<file path="src/sv/pis_pkg.sv">
// Package with shared constants and types for the integral-separation PID block.
`default_nettype none

package pis_pkg;

    localparam int GAIN_W  = 16;
    localparam int LEVEL_W = 12;
    localparam int ERR_W   = 13;
    localparam int SUM_W   = 32;
    localparam int ACC_W   = 40;
    localparam int FRAC_W  = 16;
    localparam int WHOLE_W = 24;
    localparam int RATE_W  = 7;
    localparam int CFG_W   = 16;
    localparam int CFG_IDX_W = 3;

    typedef enum logic [CFG_IDX_W-1:0] {
        CFG_GAIN_P    = 3'd0,
        CFG_GAIN_I    = 3'd1,
        CFG_GAIN_D    = 3'd2,
        CFG_TARGET    = 3'd3,
        CFG_SEP_THR   = 3'd4,
        CFG_INIT_DRV  = 3'd5
    } cfg_idx_t;

    localparam logic [GAIN_W-1:0]  GAIN_P_RST  = 16'd1573;
    localparam logic [GAIN_W-1:0]  GAIN_I_RST  = 16'd983;
    localparam logic [GAIN_W-1:0]  GAIN_D_RST  = 16'd0;
    localparam logic [LEVEL_W-1:0] TARGET_RST  = 12'd1632;
    localparam logic [LEVEL_W-1:0] SEP_THR_RST = 12'd25;
    localparam logic [7:0]         INIT_DRV_RST = 8'd40;

    localparam logic [ACC_W-1:0] ACC_RST = {16'd0, INIT_DRV_RST, 16'd0};
    localparam logic [ACC_W-1:0] ACC_MAX = {1'b0, {(ACC_W-1){1'b1}}};
    localparam logic [ACC_W-1:0] ACC_MIN = {1'b1, {(ACC_W-1){1'b0}}};
    localparam logic [SUM_W-1:0] SUM_MAX = {1'b0, {(SUM_W-1){1'b1}}};
    localparam logic [SUM_W-1:0] SUM_MIN = {1'b1, {(SUM_W-1){1'b0}}};

    localparam logic [RATE_W-1:0] RATE_LOW_VAL  = 7'd10;
    localparam logic [RATE_W-1:0] RATE_HIGH_VAL = 7'd95;
    localparam logic signed [WHOLE_W-1:0] RATE_LOW_LIM  = 24'sd2;
    localparam logic signed [WHOLE_W-1:0] RATE_HIGH_LIM = 24'sd101;

endpackage

`default_nettype wire

</file>
<file path="src/sv/pid_integral_separation.sv">
// An accepted input goes to the input register, then to the result register.
// Throughput: one item per cycle when out_stall is low; an item can enter while a result waits.
// The error sum, drive accumulator and stored follow-up update in the cycle a result is registered.
// Reset (rst_n low, asynchronous) loads the default gains, setpoint and threshold, clears the
// error sum and stored follow-up, and loads the drive accumulator with the default initial drive.
// A write of the initial drive register is accepted but only the reset value is ever loaded.
`default_nettype none

module pid_integral_separation (
    input  wire logic                          clk,
    input  wire logic                          rst_n,
    input  wire logic                          cfg_we,
    input  wire logic [pis_pkg::CFG_IDX_W-1:0] cfg_index,
    input  wire logic [pis_pkg::CFG_W-1:0]     cfg_data,
    input  wire logic                          in_valid,
    output logic                               in_stall,
    input  wire logic [pis_pkg::LEVEL_W-1:0]   measured,
    input  wire logic [pis_pkg::LEVEL_W-1:0]   follow_up_measured,
    output logic                               out_valid,
    input  wire logic                          out_stall,
    output logic signed [pis_pkg::ERR_W-1:0]   error_value,
    output logic signed [pis_pkg::WHOLE_W-1:0] drive_whole,
    output logic [pis_pkg::RATE_W-1:0]         modulation_rate
);
    import pis_pkg::*;

    logic [GAIN_W-1:0]  gain_p_reg, gain_i_reg, gain_d_reg;
    logic [LEVEL_W-1:0] target_reg, sep_thr_reg;

    logic               s1_valid_reg, s1_valid_next;
    logic [LEVEL_W-1:0] meas_reg, follow_reg;
    logic               out_valid_reg, out_valid_next;
    logic signed [ERR_W-1:0] error_value_reg;

    logic signed [SUM_W-1:0] error_sum_reg, error_sum_next;
    logic signed [ACC_W-1:0] drive_acc_reg, drive_acc_next;
    logic [LEVEL_W-1:0]      prev_follow_reg;

    logic in_accept, s1_advance, out_advance;

    logic signed [ERR_W-1:0]   err, diff;
    logic [SUM_W:0]            sum_wide;
    logic signed [29:0]        p_term, d_term;
    logic signed [48:0]        i_term;
    logic                      use_integral;
    logic [49:0]               total;
    logic [ACC_W-1:0]          biased;
    logic signed [WHOLE_W-1:0] whole;

    // Handshake: the input stage moves on whenever the result register is free or being emptied.
    assign out_advance = out_valid_reg && !out_stall;
    assign s1_advance  = s1_valid_reg && (!out_valid_reg || !out_stall);
    assign in_stall    = s1_valid_reg && !s1_advance;
    assign in_accept   = in_valid && !in_stall;

    always_comb
    begin
        s1_valid_next = s1_valid_reg;
        if (in_accept)
            s1_valid_next = 1'b1;
        else if (s1_advance)
            s1_valid_next = 1'b0;

        out_valid_next = out_valid_reg;
        if (s1_advance)
            out_valid_next = 1'b1;
        else if (out_advance)
            out_valid_next = 1'b0;
    end

    // Controller arithmetic for the item held in the input register.
    always_comb
    begin
        err  = $signed({1'b0, target_reg}) - $signed({1'b0, meas_reg});
        diff = $signed({1'b0, meas_reg}) - $signed({1'b0, prev_follow_reg});

        sum_wide = {error_sum_reg[SUM_W-1], error_sum_reg}
                 + {{(SUM_W+1-ERR_W){err[ERR_W-1]}}, err};
        if (sum_wide[SUM_W] != sum_wide[SUM_W-1])
            error_sum_next = sum_wide[SUM_W] ? SUM_MIN : SUM_MAX;
        else
            error_sum_next = sum_wide[SUM_W-1:0];

        p_term = $signed({1'b0, gain_p_reg}) * err;
        d_term = $signed({1'b0, gain_d_reg}) * diff;
        i_term = $signed({1'b0, gain_i_reg}) * error_sum_next;
        use_integral = err < $signed({1'b0, sep_thr_reg});

        total = {{10{drive_acc_reg[ACC_W-1]}}, drive_acc_reg}
              + {{20{p_term[29]}}, p_term}
              + {{20{d_term[29]}}, d_term}
              + (use_integral ? {i_term[48], i_term} : 50'd0);

        // The sum fits when every bit above the accumulator's sign bit matches it.
        if ((&total[49:ACC_W-1]) || !(|total[49:ACC_W-1]))
            drive_acc_next = total[ACC_W-1:0];
        else
            drive_acc_next = total[49] ? ACC_MIN : ACC_MAX;
    end

    // The whole part and rate follow the accumulator, which only changes with a new result.
    always_comb
    begin
        biased = drive_acc_reg
               + {{(ACC_W-FRAC_W){1'b0}}, {FRAC_W{drive_acc_reg[ACC_W-1]}}};
        whole  = biased[ACC_W-1:FRAC_W];
        if (whole < RATE_LOW_LIM)
            modulation_rate = RATE_LOW_VAL;
        else if (whole > RATE_HIGH_LIM)
            modulation_rate = RATE_HIGH_VAL;
        else
            modulation_rate = whole[RATE_W-1:0];
    end

    assign drive_whole = whole;
    assign error_value = error_value_reg;
    assign out_valid   = out_valid_reg;

    always_ff @(posedge clk or negedge rst_n)
    begin
        if (!rst_n)
        begin
            gain_p_reg  <= GAIN_P_RST;
            gain_i_reg  <= GAIN_I_RST;
            gain_d_reg  <= GAIN_D_RST;
            target_reg  <= TARGET_RST;
            sep_thr_reg <= SEP_THR_RST;
        end
        else if (cfg_we)
        begin
            case (cfg_index)
                CFG_GAIN_P:  gain_p_reg  <= cfg_data;
                CFG_GAIN_I:  gain_i_reg  <= cfg_data;
                CFG_GAIN_D:  gain_d_reg  <= cfg_data;
                CFG_TARGET:  target_reg  <= cfg_data[LEVEL_W-1:0];
                CFG_SEP_THR: sep_thr_reg <= cfg_data[LEVEL_W-1:0];
                default:     ;
            endcase
        end
    end

    always_ff @(posedge clk or negedge rst_n)
    begin
        if (!rst_n)
        begin
            s1_valid_reg    <= 1'b0;
            out_valid_reg   <= 1'b0;
            error_sum_reg   <= '0;
            drive_acc_reg   <= ACC_RST;
            prev_follow_reg <= '0;
        end
        else
        begin
            s1_valid_reg  <= s1_valid_next;
            out_valid_reg <= out_valid_next;
            if (s1_advance)
            begin
                error_sum_reg   <= error_sum_next;
                drive_acc_reg   <= drive_acc_next;
                prev_follow_reg <= follow_reg;
            end
        end
    end

    always_ff @(posedge clk)
    begin
        if (in_accept)
        begin
            meas_reg   <= measured;
            follow_reg <= follow_up_measured;
        end
        if (s1_advance)
            error_value_reg <= err;
    end

    // The input side is only held back by an occupied input register.
    a_stall_needs_item: assert property (@(posedge clk) disable iff (!rst_n)
        in_stall |-> s1_valid_reg)
        else $error("input stalled with an empty input register");

    // Controller state must hold while a result waits to be taken.
    a_state_holds: assert property (@(posedge clk) disable iff (!rst_n)
        (out_valid_reg && out_stall) |=> ($stable(drive_acc_reg) && $stable(error_sum_reg)))
        else $error("controller state changed while a result was stalled");

    // Every item leaving the input register produces a result in the next cycle.
    a_advance_gives_result: assert property (@(posedge clk) disable iff (!rst_n)
        s1_advance |=> out_valid_reg)
        else $error("item left the input register without a result");

    // The rate map never leaves its documented range.
    a_rate_range: assert property (@(posedge clk) disable iff (!rst_n)
        out_valid |-> (modulation_rate >= 7'd2 && modulation_rate <= 7'd101))
        else $error("modulation rate out of range");

endmodule

`default_nettype wire
</file>
<file path="config.mk">
export PLATFORM = sky130hd
export DESIGN_NAME = pid_integral_separation
export DESIGN_NICKNAME = d
export VERILOG_FILES = /design/src/sv/pis_pkg.sv /design/src/sv/pid_integral_separation.sv
export SDC_FILE = /design/constraint.sdc
export NUM_CORES = 2
export LEC_CHECK = 0
export BUFFER_PORTS_ARGS = -buffer_cell sky130_fd_sc_hd__buf_2
export CAP_MARGIN = 20
export CORE_MARGIN = 4
export CORE_UTILIZATION = 60
export DETAILED_ROUTE_END_ITERATION = 10
export MAX_ROUTING_LAYER = met4
export PLACE_DENSITY_LB_ADDON = 0.1
export SETUP_SLACK_MARGIN = 0.3
export SYNTH_ARGS = -nofsm -noshare
export SYNTH_HDL_FRONTEND = slang
export SYNTH_SLANG_ARGS = --single-unit
export TNS_END_PERCENT = 1
</file>
<file path="constraint.sdc">
create_clock -name clk -period 32.7 [get_ports clk]
set_input_delay 4.905 -clock clk [delete_from_list [all_inputs] [get_ports clk]]
set_output_delay 4.905 -clock clk [all_outputs]
set_load 0.03 [all_outputs]
</file>
==> summary.txt <==
Nets@finish - 6765
CP arrival - 18090 ps
Max-cap violations - 0
Drt first pass iters - 7
FF-to-FF Start - target_reg[0]$_DFFE_PN0P_
Area after DPL - 49840 um2
Drt total wl - 127400 um
CP max FO - 42
Post-synthesis sequential area ratio - 10.50%
Post-DP HPWL - 105700 um
Area of the multi-input gates - 38140 um2
Synth Area per Inst - 8.949 um2
Crit path launch type - flop
Fin. Hold Viols - 0
Final period util - 54.04%
Most frequent cell after synthesis - inv_1
EDFF count, synth - 37
Die Wd - 292.3 um
Min Tclk post-route - 17670 ps
Setup crit end kind - flop
Synth top area cells - fa_1, ha_1, inv_1, dfrtp_1, nand2_1
DR vias/cell - 5.670
CTS buffer count - 17
Port Buffer Count - 93
Cell count after synthesis - 5418
Antenna Violating Nets Remaining - 0
H-tree Lvls - 4
Family with the most delay on the worst path - compound AO/OA/AOI/OAI gates
Fill cells - 6827
Proportion of synthesized area in mux cells - 2.266%
Initial DRC count - 2248
IO Count - 94
Slowest stage delay, CP - 720 ps
Max reg flops - 40
Total number of vias - 36370
Unique cell type count in the Yosys netlist - 90
Antenna Diode Count - 0
Critical path origin - target_reg[0]$_DFFE_PN0P_
Final setup vio count - 0
Status - finished clean
Primary FF master, synth - dfrtp_1
Max transition margin - 28.10%
Worst Tran Pin Value - 1077 ps
CTS tree - yes
Hold Path Origin - follow_reg[6]$_DFFE_PP_
Cts repair resizes - 0
Most frequent CP cell - fa_1
CTS root buffer - clkbuf_16
Clk buf depth - 2
Largest net degree at the start of global routing - 69
Post-synthesis compound-gate area fraction - 9.297%
Core Area - 79520 um2
Initial core utilization - 60.98%
Post-synthesis xor/xnor area fraction - 3.251%
Total congestion overflow - 0
Async SR Flop Fraction - 81.03%
Max-slew violations - 0
Largest family of logic cells by synthesized area - adder cells
Register area - 5092 um2
Post-CTS Hold Buffers - 0
Critical path buffers and inverters - 10
Worst path slowest cell - a2111oi_0
DR WL/cell - 19.86 um
HP Class - reg -> reg
# DRC - 0
Post-CTS Setup Repair Bufs - 0
Syn. warnings - 0
RSZ-0062 raised after global routing - false
Area Overhead vs Synth - 4.149%
Clk slew on worst S/H paths - 100 ps
Crit path kind - reg -> reg
Area share of the largest cell type after synthesis - 36.62%
Clk sinks - 195
Final hold slack - 450.0 ps
TNS Setup - 0 ps
Skew final - 28.89 ps
Rows - 103
Utilization after layout - 63.51%
Area leader, netlist - fa_1
Initial antenna violation count - 0
Vias in the first global route - 37844
Die Height - 292.3 um
Top cell types by occurrence after synthesis - inv_1, fa_1, nand2_1, ha_1, and2_1
Mapped Nets - 6831
Seq cells post-synth - 195
WP data required - 33120 ps
First-pass GRT wire length - 206300 um
Final instance area - 50500 um2
Share of cells above drive strength 1 - 6.356%
Die ar. - 85420 um2
Clk Latency, worst-skew pair - 510 ps
Total GRT Usage - 31.47%
FMAX - 0.05659 GHz
Adder-Cell Fraction of Synth Area - 48.96%
Simple-gate share of the synthesized area - 14.61%
Post-Syn Area - 48490 um2
Global placement routability congestion - 0.9546
## cells in the final DEF (no fill, tap or decap), types with 117 or more instances in the layout
cell	netlist	layout
a21o_1	117	117
and2_1	291	291
o21ai_0	127	127
fa_1	887	887
nand2_1	756	755
inv_1	1196	1195
nor2_1	167	162
dfrtp_1	136	136
a21oi_1	157	156
ha_1	478	478
## metal layers
metal  GRT usage [%]  part of all wire, %  wire length (um)
met2           53.66                   51             64450
met3           3.131                  5.1              6441
met4           12.14                  4.5              5765
met1           39.01                   40             50760
met5               -                    0                 0
## final timing paths
check                                                   to  slack [ps]  depth (start not counted)
setup reg to reg              drive_acc_reg[8]$_DFFE_PN0P_       15030                         62
hold / removal              prev_follow_reg[6]$_DFFE_PN0P_         450                          2
min in group asynchronous  prev_follow_reg[11]$_DFFE_PN0P_        4260                          1
max in group asynchronous     error_sum_reg[0]$_DFFE_PN0P_       27190                          2
hold reg to reg             prev_follow_reg[6]$_DFFE_PN0P_         450                          2
setup / recovery              drive_acc_reg[8]$_DFFE_PN0P_       15030                         62
## final cells by class
| cell class | instances | share of cell area, % |
|---|---|---|
| Sequential cell | 195 | 10.08 |
| Inverter | 1197 | 8.897 |
| Timing Repair Buffer | 134 | 1.583 |
| Multi-Input combinational cell | 3807 | 75.52 |
| Tap cell | 1050 | 2.602 |
| Clock inverter | 15 | 0.4683 |
| Clock buffer | 17 | 0.8424 |
## worst reg2reg max path: cells and delay by family (launching register included)
family / cells / cell delay, ps
mux: 1 / 120
simple gates: 10 / 2360
fa+ha+maj: 12 / 5220
buf+inv: 10 / 1960
xor+xnor: 1 / 160
flops: 1 / 390
compound gates: 28 / 7400
## stage by stage
| stage | setup slack, ps | cells |
|---|---|---|
| 3_3_place_gp | 15460 | 6382 |
| 6_report | 15030 | 6415 |
| 3_5_place_dp | 15190 | 6383 |
| 5_1_grt | 13790 | 6415 |
| 2_1_floorplan | 16320 | 5418 |
| 4_1_cts | 15040 | 6415 |
## cells by family (layout without fill, tap and decap cells)
kind of cell | after synthesis | after routing
and+or+nand+nor | 1501 | 1501
buffers and inverters | 1416 | 1363
DFF | 195 | 195
AOI/OAI and AO/OA | 663 | 663
xor gates and xnor gates | 180 | 180
adders and majority gates | 1365 | 1365
muxes | 98 | 98
Power is left out: the tool's default activity adds up to more than one toggle a clock period on the data nets, which glitch-free logic cannot reach.
